[src/hdl/pas_pkg.sv]
// ----------------------------------------------------------------------------
// Prefix autocomplete search package
// Shared constants, channel payloads and controller/datapath interface types.
// ----------------------------------------------------------------------------
package pas_pkg;

   localparam int MAX_TERMS   = 64;
   localparam int TERM_BYTES  = 200;
   localparam int IDX_W       = 6;
   localparam int CNT_W       = 7;
   localparam int LEN_W       = 8;
   localparam int SIDX_W      = CNT_W + 1;
   localparam int BADDR_W     = $clog2(MAX_TERMS * TERM_BYTES);

   localparam logic [1:0] KIND_CLEAR  = 2'd0;
   localparam logic [1:0] KIND_TERM   = 2'd1;
   localparam logic [1:0] KIND_PREFIX = 2'd2;
   localparam logic [1:0] KIND_QUERY  = 2'd3;

   typedef struct packed {
      logic [1:0]         kind;
      logic [7:0]         char_byte;
      logic signed [63:0] term_weight_in;
      logic               term_end;
   } req_type;

   typedef struct packed {
      logic               found;
      logic [IDX_W-1:0]   term_index;
      logic signed [63:0] match_weight;
      logic [CNT_W-1:0]   match_count;
      logic               last_result;
   } rsp_type;

   typedef struct packed {
      logic [IDX_W-1:0]   len_addr;
      logic [BADDR_W-1:0] byte_addr;
      logic [LEN_W-1:0]   pfx_addr;
      logic [IDX_W-1:0]   wt_addr;
      logic               prefix_clear;
      logic               taken_clear;
      logic               best_clear;
      logic               best_check;
      logic [IDX_W-1:0]   check_idx;
      logic               emit;
      logic               emit_found;
      logic [CNT_W-1:0]   emit_count;
      logic               emit_last;
   } cmd_type;

   typedef struct packed {
      logic [CNT_W-1:0]   term_count;
      logic [LEN_W-1:0]   prefix_len;
      logic [LEN_W-1:0]   term_len;
      logic [7:0]         term_byte;
      logic [7:0]         pfx_byte;
      logic               rsp_busy;
   } sts_type;

endpackage

[src/hdl/pas_controller.sv]
// ----------------------------------------------------------------------------
// Prefix autocomplete controller
// Runs the two binary searches for the prefix range and the repeated
// heaviest-term scans that order the matches.
// ----------------------------------------------------------------------------
module pas_controller import pas_pkg::*; (
   input  logic       clock,
   input  logic       reset,
   input  logic       req_valid,
   input  logic [1:0] req_kind,
   output logic       req_stall,
   output cmd_type    cmd,
   input  sts_type    sts
);

   typedef enum logic [8:0] {
      ST_IDLE = 9'b000000001,
      ST_INIT = 9'b000000010,
      ST_MID  = 9'b000000100,
      ST_RD   = 9'b000001000,
      ST_CMP  = 9'b000010000,
      ST_DONE = 9'b000100000,
      ST_SORT = 9'b001000000,
      ST_SRD  = 9'b010000000,
      ST_SCMP = 9'b100000000
   } state_type;

   typedef enum logic [1:0] {
      ORD_LT,
      ORD_EQ,
      ORD_GT
   } ord_type;

   state_type state_ff, state_in;
   logic emit_st_ff, emit_st_in;
   logic lowest_ff, lowest_in, miss_ff, miss_in;
   logic signed [SIDX_W-1:0] lo_ff, lo_in, hi_ff, hi_in, found_ff, found_in;
   logic signed [SIDX_W-1:0] first_ff, first_in, nlo, nhi;
   logic [IDX_W-1:0] mid_ff, mid_in, j_ff, j_in, last_ff, last_in, mid_calc;
   logic [LEN_W-1:0] i_ff, i_in;
   logic [CNT_W-1:0] k_ff, k_in, n_ff, n_in;
   logic [SIDX_W:0]  mid_sum;
   logic decided;
   ord_type ord;

   assign mid_sum  = (SIDX_W+1)'(lo_ff) + (SIDX_W+1)'(hi_ff);
   assign mid_calc = mid_sum[IDX_W:1];

   always_comb begin
      decided = 1'b0;
      ord     = ORD_EQ;
      if (state_ff == ST_RD && i_ff == sts.prefix_len) begin
         decided = 1'b1;
      end else if (state_ff == ST_CMP) begin
         if (i_ff >= sts.term_len) begin
            decided = 1'b1;
            ord     = ORD_GT;
         end else if (sts.pfx_byte < sts.term_byte) begin
            decided = 1'b1;
            ord     = ORD_LT;
         end else if (sts.pfx_byte > sts.term_byte) begin
            decided = 1'b1;
            ord     = ORD_GT;
         end
      end
      nlo = lo_ff;
      nhi = hi_ff;
      if (ord == ORD_GT || (ord == ORD_EQ && !lowest_ff)) begin
         nlo = SIDX_W'(mid_ff) + 1'b1;
      end else begin
         nhi = SIDX_W'(mid_ff) - 1'b1;
      end
   end

   always_comb begin
      state_in   = state_ff;
      emit_st_in = 1'b0;
      lowest_in  = lowest_ff;
      miss_in    = miss_ff;
      lo_in      = lo_ff;
      hi_in      = hi_ff;
      found_in   = found_ff;
      first_in   = first_ff;
      mid_in     = mid_ff;
      j_in       = j_ff;
      last_in    = last_ff;
      i_in       = i_ff;
      k_in       = k_ff;
      n_in       = n_ff;
      cmd              = '0;
      cmd.len_addr     = (state_ff == ST_MID) ? mid_calc : mid_ff;
      cmd.byte_addr    = BADDR_W'(mid_ff) * BADDR_W'(TERM_BYTES) + BADDR_W'(i_ff);
      cmd.pfx_addr     = i_ff;
      cmd.wt_addr      = j_ff;
      cmd.check_idx    = j_ff;
      cmd.emit_found   = !miss_ff;
      cmd.emit_count   = miss_ff ? '0 : n_ff;
      cmd.emit_last    = miss_ff || (k_ff == n_ff - 1'b1);

      if (emit_st_ff) begin
         emit_st_in = 1'b1;
         if (!sts.rsp_busy) begin
            cmd.emit   = 1'b1;
            emit_st_in = 1'b0;
            if (cmd.emit_last) begin
               state_in = ST_IDLE;
            end else begin
               cmd.best_clear = 1'b1;
               k_in     = k_ff + 1'b1;
               j_in     = first_ff[IDX_W-1:0];
               state_in = ST_SRD;
            end
         end
      end else begin
         unique case (state_ff)
            ST_IDLE: begin
               if (req_valid && req_kind == KIND_QUERY) begin
                  lowest_in = 1'b1;
                  state_in  = ST_INIT;
               end
            end
            ST_INIT: begin
               lo_in    = '0;
               hi_in    = SIDX_W'(sts.term_count) - 1'b1;
               found_in = '1;
               state_in = (sts.term_count == '0) ? ST_DONE : ST_MID;
            end
            ST_MID: begin
               mid_in   = mid_calc;
               i_in     = '0;
               state_in = ST_RD;
            end
            ST_RD, ST_CMP: begin
               if (decided) begin
                  lo_in = nlo;
                  hi_in = nhi;
                  if (ord == ORD_EQ) begin
                     found_in = SIDX_W'(mid_ff);
                  end
                  state_in = (nlo <= nhi) ? ST_MID : ST_DONE;
               end else if (state_ff == ST_RD) begin
                  state_in = ST_CMP;
               end else begin
                  i_in     = i_ff + 1'b1;
                  state_in = ST_RD;
               end
            end
            ST_DONE: begin
               if (lowest_ff) begin
                  first_in  = found_ff;
                  lowest_in = 1'b0;
                  state_in  = ST_INIT;
               end else begin
                  cmd.prefix_clear = 1'b1;
                  last_in = found_ff[IDX_W-1:0];
                  n_in    = CNT_W'(found_ff - first_ff + 1'b1);
                  if (first_ff < 0 || found_ff < first_ff) begin
                     miss_in    = 1'b1;
                     emit_st_in = 1'b1;
                  end else begin
                     miss_in  = 1'b0;
                     state_in = ST_SORT;
                  end
               end
            end
            ST_SORT: begin
               cmd.taken_clear = 1'b1;
               cmd.best_clear  = 1'b1;
               k_in     = '0;
               j_in     = first_ff[IDX_W-1:0];
               state_in = ST_SRD;
            end
            ST_SRD: begin
               state_in = ST_SCMP;
            end
            ST_SCMP: begin
               cmd.best_check = 1'b1;
               if (j_ff == last_ff) begin
                  emit_st_in = 1'b1;
               end else begin
                  j_in     = j_ff + 1'b1;
                  state_in = ST_SRD;
               end
            end
            default: begin
               state_in = ST_IDLE;
            end
         endcase
      end
   end

   assign req_stall = (state_ff != ST_IDLE) || emit_st_ff;

   always_ff @(posedge clock) begin
      if (reset) begin
         state_ff   <= ST_IDLE;
         emit_st_ff <= 1'b0;
      end else begin
         state_ff   <= state_in;
         emit_st_ff <= emit_st_in;
      end
   end

   always_ff @(posedge clock) begin
      lowest_ff <= lowest_in;
      miss_ff   <= miss_in;
      lo_ff     <= lo_in;
      hi_ff     <= hi_in;
      found_ff  <= found_in;
      first_ff  <= first_in;
      mid_ff    <= mid_in;
      j_ff      <= j_in;
      last_ff   <= last_in;
      i_ff      <= i_in;
      k_ff      <= k_in;
      n_ff      <= n_in;
   end

endmodule
[config.mk]
export PLATFORM = sky130hd
export DESIGN_NAME = pas_controller
export DESIGN_NICKNAME = d
export VERILOG_FILES = /design/src/hdl/pas_pkg.sv /design/src/hdl/pas_controller.sv
export SDC_FILE = /design/constraint.sdc
export NUM_CORES = 1
export LEC_CHECK = 0
export ABC_AREA = 0
export BUFFER_PORTS_ARGS = -buffer_cell sky130_fd_sc_hd__clkbuf_2
export CORE_MARGIN = 2
export CORE_UTILIZATION = 53
export CTS_CLUSTER_SIZE = 20
export DETAILED_ROUTE_END_ITERATION = 8
export PLACE_DENSITY = 0.75
export SYNTH_ARGS = -nofsm -noshare
export SYNTH_HDL_FRONTEND = slang
export SYNTH_SLANG_ARGS = --single-unit
[constraint.sdc]
create_clock -name clock -period 3.71 [get_ports clock]
set_input_delay 0.1855 -clock clock [delete_from_list [all_inputs] [get_ports clock]]
set_output_delay 0.1855 -clock clock [all_outputs]
set_load 0.01 [all_outputs]
---- After elaboration in Yosys (flattened, before gate mapping) ----
Index checks and enable logic that the tools add are counted.
operators by class
  add/sub/neg operators ................... 11
  $mul .................................... 1
  magnitude comparators ................... 6
  eq/ne operators ......................... 26
  multiplexer cells ....................... 64
  bitwise operators ....................... 2
  reductions and logical operators ........ 25
operator list
  operator                                                               count
  8-bit two-way mux                                                      9
  9-bit one-hot mux with 8 select lines                                  1
  8-bit one-hot mux with 2 select lines                                  4
  9-bit two-way mux                                                      6
  6-bit two-way mux                                                      8
  7-bit two-way mux                                                      5
  1-bit two-way mux                                                      20
  8-bit < comparator                                                     2
  4-bit AND reduction                                                    4
  3-bit AND reduction                                                    5
  14-bit by 8-bit adder with 14-bit output                               1
  7-bit by 1-bit adder with 7-bit output, second input constant          2
  2-bit two-way mux                                                      7
  2-bit != test, second input constant                                   7
  6-bit one-hot mux with 2 select lines                                  1
  6-bit by 5-bit multiplier with 11-bit output, second input constant    1
  9-bit by 1-bit equality test with 1-bit output, second input constant  1
  9-bit by 2-bit equality test with 1-bit output, second input constant  1
  9-bit by 3-bit equality test with 1-bit output, second input constant  1
  9-bit by 4-bit equality test with 1-bit output, second input constant  1
  9-bit by 5-bit equality test with 1-bit output, second input constant  1
  9-bit by 6-bit equality test with 1-bit output, second input constant  1
  9-bit by 7-bit equality test with 1-bit output, second input constant  1
  9-bit by 8-bit equality test with 1-bit output, second input constant  1
  31 further kinds                                                       44
word-level totals
  register bits after elaboration ......... 84
  input port bits ......................... 45
  output and inout bits ................... 55
  logic and storage cells ................. 149

---- Depth between registers and ports, before layout ----
Gate-level depths: netlist of run 1.
  depth after elaboration ................. 15
  mapped depth ............................ 19

---- Worst setup path after synthesis of run 1 ----
OpenSTA, ideal clock, no wires.
  path kind ............................... flip-flop to flip-flop
  start ................................... register i_ff[0]
  end ..................................... register state_ff[5]
  setup time .............................. 0.132 ns
  data arrival time ....................... 3.528 ns
  setup slack ............................. 0.050 ns
  cell stages (with the launch flop) ...... 19
  period minus slack after synthesis ...... 3.660 ns
  path through ............................ edfxtp_1 inv_1 ha_1 nand2b_1 a2111oi_0 o31a_1 a21o_1 a22o_1 buf_6 buf_8 mux2i_2 ha_1 a21o_1 a21oi_1 o221ai_1 o211a_1 a22o_1 o21ai_0 a21oi_1
on the way
  cells in the longest elaborated chain, start to end .. 13
RTL lines
  item                                            line                   RTL
  from (decl)                                     pas_controller.sv:40   logic [LEN_W-1:0] i_ff, i_in;
  from (signal assigned)                          pas_controller.sv:214  i_ff <= i_in;
  8-bit >= comparator                             pas_controller.sv:55   if (i_ff >= sts.term_len) begin
  2-bit two-way mux                               pas_controller.sv:55
  2-bit two-way mux                               pas_controller.sv:54   end else if (state_ff == ST_CMP) begin
  2-bit two-way mux                               pas_controller.sv:52   if (state_ff == ST_RD && i_ff == sts.prefix_len) begin
  2-bit by 1-bit equality test with 1-bit output  pas_controller.sv:68   if (ord == ORD_GT || (ord == ORD_EQ && !lowest_ff)) begin
  1-bit logical AND                               pas_controller.sv:68
  1-bit logical OR                                pas_controller.sv:68
  8-bit two-way mux                               pas_controller.sv:68
  8-bit <= comparator                             pas_controller.sv:140  state_in = (nlo <= nhi) ? ST_MID : ST_DONE;
  6-bit two-way mux                               pas_controller.sv:140
  6-bit two-way mux (*)                           pas_controller.sv:134  if (decided) begin
  9-bit one-hot mux with 8 select lines (*)       pas_controller.sv:115  unique case (state_ff)
  9-bit two-way mux (*)                           pas_controller.sv:100  if (emit_st_ff) begin
  to (signal assigned)                            pas_controller.sv:199  state_ff <= state_in;
  to (decl)                                       pas_controller.sv:34   state_type state_ff, state_in;
Every way passes the cells marked *; elsewhere a longest branch is shown, timed or not.
A chain may end at the register's enable or synchronous reset.

---- Worst setup path in the final report of run 1 ----
  start ................................... register state_ff[2]
  end ..................................... register state_ff[5]
on the way
  cells in the longest elaborated chain, start to end .. 12
RTL lines
  item                                                                                                                     line
  9-bit by 5-bit equality test with 1-bit output / 9-bit by 4-bit equality test with 1-bit output (equally long branches)  pas_controller.sv:54, pas_controller.sv:115, pas_controller.sv:52
  2-bit two-way mux / 1-bit logical AND (equally long branches)                                                            pas_controller.sv:54, pas_controller.sv:52
  2-bit two-way mux                                                                                                        pas_controller.sv:52
  2-bit by 1-bit equality test with 1-bit output                                                                           pas_controller.sv:68
  1-bit logical AND                                                                                                        pas_controller.sv:68
  1-bit logical OR                                                                                                         pas_controller.sv:68
  8-bit two-way mux                                                                                                        pas_controller.sv:68
  8-bit <= comparator                                                                                                      pas_controller.sv:140
  6-bit two-way mux                                                                                                        pas_controller.sv:140
  6-bit two-way mux                                                                                                        pas_controller.sv:134
  9-bit one-hot mux with 8 select lines                                                                                    pas_controller.sv:115
  9-bit two-way mux                                                                                                        pas_controller.sv:100
Several ways; a longest one is shown, not always the timed one.

==> results by group, run 1 <==
Run status
  • Outcome: finished, final reports clean

Synth
  • Synth cell count leaders: 83 x ha_1, 72 x edfxtp_1, 72 x inv_1, 59 x nor2_1, 44 x nand2_1
  • Post-synth ARST share: 0
  • Synth Warn #: 0
  • Most frequent cell after synthesis: ha_1
  • Synth Area per Inst: 9.709 µm²
  • Post-synthesis xor/xnor area fraction: 0.1035
  • Seq/Total Area, Yosys: 0.3626
  • Post-synthesis mux area share: 0.03534
  • Share of the synthesized area in the top cell type: 0.3319
  • Area leader, netlist: edfxtp_1
  • Post-synthesis cell area: approximately 6500 µm²
  • Number of synthesized register bits: 82
  • Largest family of logic cells by synthesized area: adder cells
  • Post-synthesis cell count: 671
  • Synth Area in Simple Gates: 0.1531
  • Adder-Cell Fraction of Synth Area: 0.1778
  • Main synth FF type: edfxtp_1
  • Post-synth EDFFs: around 70
  • Post-synth net total: just over 800
  • Main area contributors after synthesis: edfxtp_1 33%, ha_1 16%, xor2_1 5.4%, xnor2_1 5.0%, inv_1 4.1%
  • Post-synthesis compound-gate area fraction: 0.1031
  • Number of distinct library cells after synthesis: 60

STA
  • WHS: 0.1661 ns
  • Worst relative slew slack: 0.3753
  • Transition time at the pin with the least slew margin: between 0.9 and 1 ns
  • Slew Limit Fails: 0
  • Final hold vios: 0
  • Final Cycle Share: 0.9883
  • FMAX: about 270 MHz
  • RSZ-0062 raised after global routing: true
  • Min cycle time layout: 3.667 ns
  • Final setup viols: 0
  • Fin Clk Skew: roughly 0.0089 ns

Worst hold path
  • Worst hold stages: 2
  • Hold Crit Start: reset
  • Min-delay worst type: input pin to flop

Routing
  • Initial drt markers: 284
  • DR DRC count: 0
  • Antenna viol nets, final: 0
  • Via/cell ratio: 5.559
  • Routed len/inst: between 15 and 20 µm
  • Vias: 5303
  • Routed WL: approximately 16 mm
  • DR pass1 iterations: 4

Floorplanning
  • Initial Utilization: 0.5424
  • Die Y: around 110 µm
  • Core area: 12010 µm²
  • Ports: 100
  • DIE WIDTH: 114.9 µm
  • Die Footprint: 13200 µm²
  • Cell Rows: 40

Global route
  • GRT overflow: 0
  • Vias in the first global route: 5256
  • Gr usage total: 0.2365
  • Largest net degree at the start of global routing: 23
  • Antenna violations before repair: 0
  • First-pass GRT wire length: about 24 mm

Critical path
  • Critical Path AT: 3.90 ns
  • Worst Setup End Kind: flop
  • Worst reg-to-reg path cell count: 16
  • Crit Path Category: flop to flop
  • CP Launch Point: state_ff[2]$_SDFFE_PP0P_
  • Critical R2R Launch: state_ff[2]$_SDFFE_PP0P_
  • Critical Path RT: 3.95 ns
  • CP max FO: 7
  • Worst setup SP type: flop

Placed design
  • Hpwl dp: 11.91 mm
  • Gpl congestion: roughly 0.9
  • PortBufs: 99

Cells and area
  • Area grow syn2layout: 21.55%
  • # fillers: 928
  • Share of cells above drive strength 1: 0.2515
  • Fin nets: 936
  • Antenna cells: 0

Clocking
  • CTS buffer count: 9
  • Bufs on Longest Clock Path: 2
  • TritonCTS clock tree: yes
  • CTS Sinks: 82
  • Clk_lat worst skew: 0.35 ns
  • H-tree Lvls: 3
  • Root Buffer: clkbuf_16
  • Clk pin slew, worst setup/hold paths: 0.07 ns
  • Hold buffers post-CTS: 0

Power
  • Switching power: 1997 µW
  • P per Cell Area: 628.3 nW/µm²
  • Maximum VDD drop: 1.366 mV
  • Leakage: around 0.0036 µW
  • Comb pwr share: 0.575
  • Clock Power Share: 0.198
  • Sw Ratio: 0.4013
  • Sequential power share: 0.227
  • Power Total: 4975 µW
  • Pint: 2979 µW

Job
  • MaxCap Viol Count: 0
routing by layer:
| layer | up-vias | GRT usage | routed length [µm] |
|---|---|---|---|
| li1 | 2601 | - | - |
| met1 | 2512 | 0.2847 | 6453 |
| met2 | 150 | 0.4212 | 8071 |
| met3 | 40 | 0.03954 | 626 |
| met4 | 0 | 0.09478 | 394 |
| met5 | - | 0 | 0 |
final timing paths:
kind         slack, ns                  endpoint
max               0.04  state_ff[5]$_SDFFE_PP0P_
min               0.17  state_ff[2]$_SDFFE_PP0P_
max reg2reg       0.04  state_ff[5]$_SDFFE_PP0P_
min reg2reg       0.47     first_ff[6]$_DFFE_PP_
registers in the layout (all words and copies together) (netlist names):
name        count
state_ff        9
hi_ff           8
i_ff            8
lo_ff           8
first_ff        7
found_ff        7
k_ff            7
n_ff            7
j_ff            6
last_ff         6
mid_ff          6
emit_st_ff      1
lowest_ff       1
miss_ff         1
per-stage QoR:
stage / TNS [ns] / setup slack [ns] / cells / util / cell area (µm²)
finish: 0 / 0.04332 / 954 / 0.6593 / 7919
global route: -0.1763 / -0.07693 / 954 / 0.6593 / 7919
CTS: 0 / 0.006926 / 945 / 0.6400 / 7687
detailed placement: -0.08113 / -0.08113 / 923 / 0.6080 / 7303
global placement: 0 / 0.03377 / 923 / 0.6080 / 7303
floorplan: 0 / 0.05001 / 671 / - / 6515
what timing repair did:
item,in CTS,in global routing
cloned,0,1
buffers inserted,6,8
setup endpoints to repair,4,4
resized for setup,7,27
pin swaps,3,10
kinds of logic after synthesis:
family                   after synthesis
AND/OR/NAND/NOR                      202
adder cells (fa/ha/maj)               89
XOR/XNOR                              77
flip-flops                            82
multiplexers                          19
buffers and inverters                 98
AO/OA/AOI/OAI                        104
cells in the final DEF (no fill, tap or decap), types with 8 or more instances in the layout:
cell       instances
ha_1              76
dfxtp_1            9
nor2b_1            8
and2_1             9
o21ai_0           18
clkbuf_16         10
a21o_1             9
nor2_1            59
clkbuf_2          98
edfxtp_1          72
buf_4             43
xor2_1            40
mux2i_1            8
nand4_1            8
nand3_1           19
xnor2_1           36
nand2_1           44
nand2b_1          12
nor3_1            12
inv_1             67
a21oi_1           30
critical path: stages, from the launching register on:
cell	delay [ns]
dfxtp_4	0.37
nor4_4	0.32
nand2_2	0.08
or4b_4	0.55
a21o_1	0.18
a22o_4	0.25
buf_12	0.14
buf_6	0.13
mux2i_4	0.20
ha_4	0.30
nand2b_1	0.07
nor3_1	0.20
o221ai_2	0.15
o211a_1	0.17
a22o_1	0.19
o21ai_0	0.15
a21oi_1	0.08
power groups by stage:
stage | Sequential, µW | Combinational [µW] | Clock (µW)
final | 1130 | 2860 | 984
after global routing | 1130 | 3160 | 1020
after CTS | 1120 | 2540 | 992
after detailed placement | 1150 | 2420 | 0
after global placement | 1140 | 2340 | 0
after floorplan | 1150 | 1640 | 0
final cells by class:
cell class,count,area [µm²],share of cell area
clock buffers,9,225.2,0.02844
clock inverters,7,100.1,0.01264
inverters,73,274.0,0.03460
multi-input cells,491,3895,0.4919
flip-flops and latches,82,2366,0.2988
well taps,147,183.9,0.02323
repair buffers,145,874.6,0.1104
No activity file was read; power rests on OpenSTA's default activity.
==> run 2: changes to the inputs <==
- CORE_MARGIN: 2 -> 1.5
==> run 2 against run 1 <==
Against the previous run:
- sequential cell count unchanged
- clock-buffer cell count unchanged
- first-iteration DRC count down 1.1%
- clock power down 12%
- critical endpoint unchanged
- design area down 1.5%
- combinational power down 3%
- critical path depth up 1
- non-clock buffer count down 8
- routed wire length up 1.3%
- setup slack better by 0.074 ns
- sequential share of layout area up 0.40 points
==> results by group, run 2 (synthesis results as in run 1) <==
Critical path
  • CP max FO: 4
  • Top delay family on crit path: compound AO/OA/AOI/OAI gates
  • CP Buf/Inv Count: 2
  • Critical Path AT: 3.81 ns
  • Worst setup SP type: flop
  • Critical path depth: 17
  • Critical Path RT: 3.93 ns
  • Worst path max stage delay: about 0.40 ns
  • Worst path cell trace: inv_1 > ha_1 > nand2b_1 > a2111oi_4 > o31a_1 > a21o_1 > a22o_4 > buf_6 > mux2_4 > ha_1 > a21o_1 > a21oi_1 > o221ai_2 > o211a_1 > a22o_1 > o21ai_1 > a21oi_1
  • Worst Setup End Kind: flop
  • Worst reg-to-reg path cell count: 17
  • Critical path's slowest cell: edfxtp_1
  • Crit Path Category: flop to flop

STA
  • RSZ-0062 raised after global routing: true
  • FMAX: 278.4 MHz
  • Final Cycle Share: 0.9683
  • Slew Limit Fails: 0
  • Final hold vios: 0
  • Final WS setup: 0.1176 ns
  • Fin Clk Skew: around 0.011 ns
  • Min cycle time layout: between 3 and 4 ns
  • Worst relative slew slack: 0.3635
  • Transition time at the pin with the least slew margin: 0.9527 ns
  • WHS: roughly 0.2 ns
  • Final setup viols: 0

Routing
  • Vias: 5289
  • Antenna viol nets, final: 0
  • DR pass1 iterations: 7
  • Routed len/inst: ~17 µm
  • Initial drt markers: 281
  • DR DRC count: 0
  • Via/cell ratio: around 5.6
  • Routed WL: 15.75 mm

Placed design
  • Hpwl dp: 12.03 mm
  • PortBufs: 99
  • Placed cell areas: 7303 µm²
  • Post-place setup slack: -0.1401 ns
  • Gpl congestion: 0.9228

Power
  • Power Total: around 4800 µW
  • Maximum VDD drop: 1.628 mV
  • P per Cell Area: 609.7 nW/µm²
  • Leakage: 0.003519 µW

Clocking
  • TritonCTS clock tree: yes
  • Clk pin slew, worst setup/hold paths: 0.07 ns
  • H-tree Lvls: 3
  • Clk_lat worst skew: approximately 0.35 ns
  • CTS buffer count: 9
  • Root Buffer: clkbuf_16
  • Bufs on Longest Clock Path: 2
  • CTS Sinks: 82

Cells and area
  • Area grow syn2layout: 19.74%
  • Most frequent cells in the layout: 98 x clkbuf_2, 77 x ha_1, 72 x edfxtp_1
  • Largest register by flop count: state_ff
  • Share of cells above drive strength 1: 0.2416
  • Fin nets: 928
  • Final core occ: 0.6495
  • Final instance area: a little under 8000 µm²
  • Max reg flops: 9
  • Antenna cells: 0
  • Leading cell type in the layout, fill and taps excluded: clkbuf_2

Global route
  • First-pass GRT wire length: 25.27 mm
  • GRT overflow: 0
  • Vias in the first global route: 5435
  • Largest net degree at the start of global routing: 23
  • Gr usage total: 0.2486
  • Antenna violations before repair: 0

Floorplanning
  • Core area: around 12000 µm²
  • Initial Utilization: 0.5424
  • Die Footprint: 12970 µm²
  • DIE WIDTH: 113.9 µm
  • Die Y: 113.9 µm
  • Ports: 100
  • Cell Rows: 40

Worst hold path
  • Worst hold stages: 2
  • Min-delay worst type: input pin to flop

Job
  • MaxCap Viol Count: 0

Run status
  • Outcome: finished, final reports clean
==> run 2: cell count changes in the layout (fill, tap and decap cells not counted), sizes merged <==
cell,before,now
inv,75,77
bufinv,2,0
clkbuf,108,107
buf,46,39
==> run 2: routing by layer <==
layer / global-route usage / part of all wire / vias up
met5: 0 / 0 / -
met4: 0.1100 / 0.034 / 0
met3: 0.06164 / 0.048 / 49
met2: 0.4394 / 0.52 / 174
met1: 0.2850 / 0.40 / 2491
li1: - / - / 2575
==> run 2: layout make-up <==
| class | count | area [µm²] |
|---|---|---|
| timing repair buffer | 137 | 804.5 |
| clock inverter | 7 | 56.30 |
| sequential | 82 | 2362 |
| multi-input combinational | 491 | 3895 |
| tap | 147 | 183.9 |
| clock buffer | 9 | 225.2 |
| fill | 953 | 4210 |
| inverter | 73 | 274.0 |
==> run 2: power by group <==
| part | leakage [µW] | switching, µW | internal (µW) |
|---|---|---|---|
| logic | 0.00265 | 1520 | 1250 |
| clock network | 0.000138 | 401 | 464 |
| registers | 0.000729 | 60.8 | 1070 |
==> run 2: worst paths after layout <==
| check | startpoint | to | slack (ns) |
|---|---|---|---|
| worst max-delay path | i_ff[0]$_SDFFCE_PP0P_ | state_ff[5]$_SDFFE_PP0P_ | 0.12 |
| worst min-delay path | sts[33] | hi_ff[0]$_DFFE_PP_ | 0.20 |
| worst max register to register | i_ff[0]$_SDFFCE_PP0P_ | state_ff[5]$_SDFFE_PP0P_ | 0.12 |
| worst min register to register | found_ff[6]$_SDFFCE_PP1P_ | first_ff[6]$_DFFE_PP_ | 0.48 |
==> run 2: metrics by stage <==
| step | setup TNS, ns | std cells |
|---|---|---|
| 2_1_floorplan | 0 | 671 |
| 3_3_place_gp | 0 | 923 |
| 3_5_place_dp | -0.2184 | 923 |
| 4_1_cts | 0 | 943 |
| 5_1_grt | -0.1494 | 946 |
| 6_report | 0 | 946 |
==> run 2: timing repair <==
action / 4_1_cts / 5_1_grt
hold buffers: 0 / 0
endpoints found under the hold margin: 0 / 0
endpoints found under the setup margin: 4 / 4
buffers inserted: 4 / 3
pin swaps: 3 / 9
resized for setup: 9 / 25
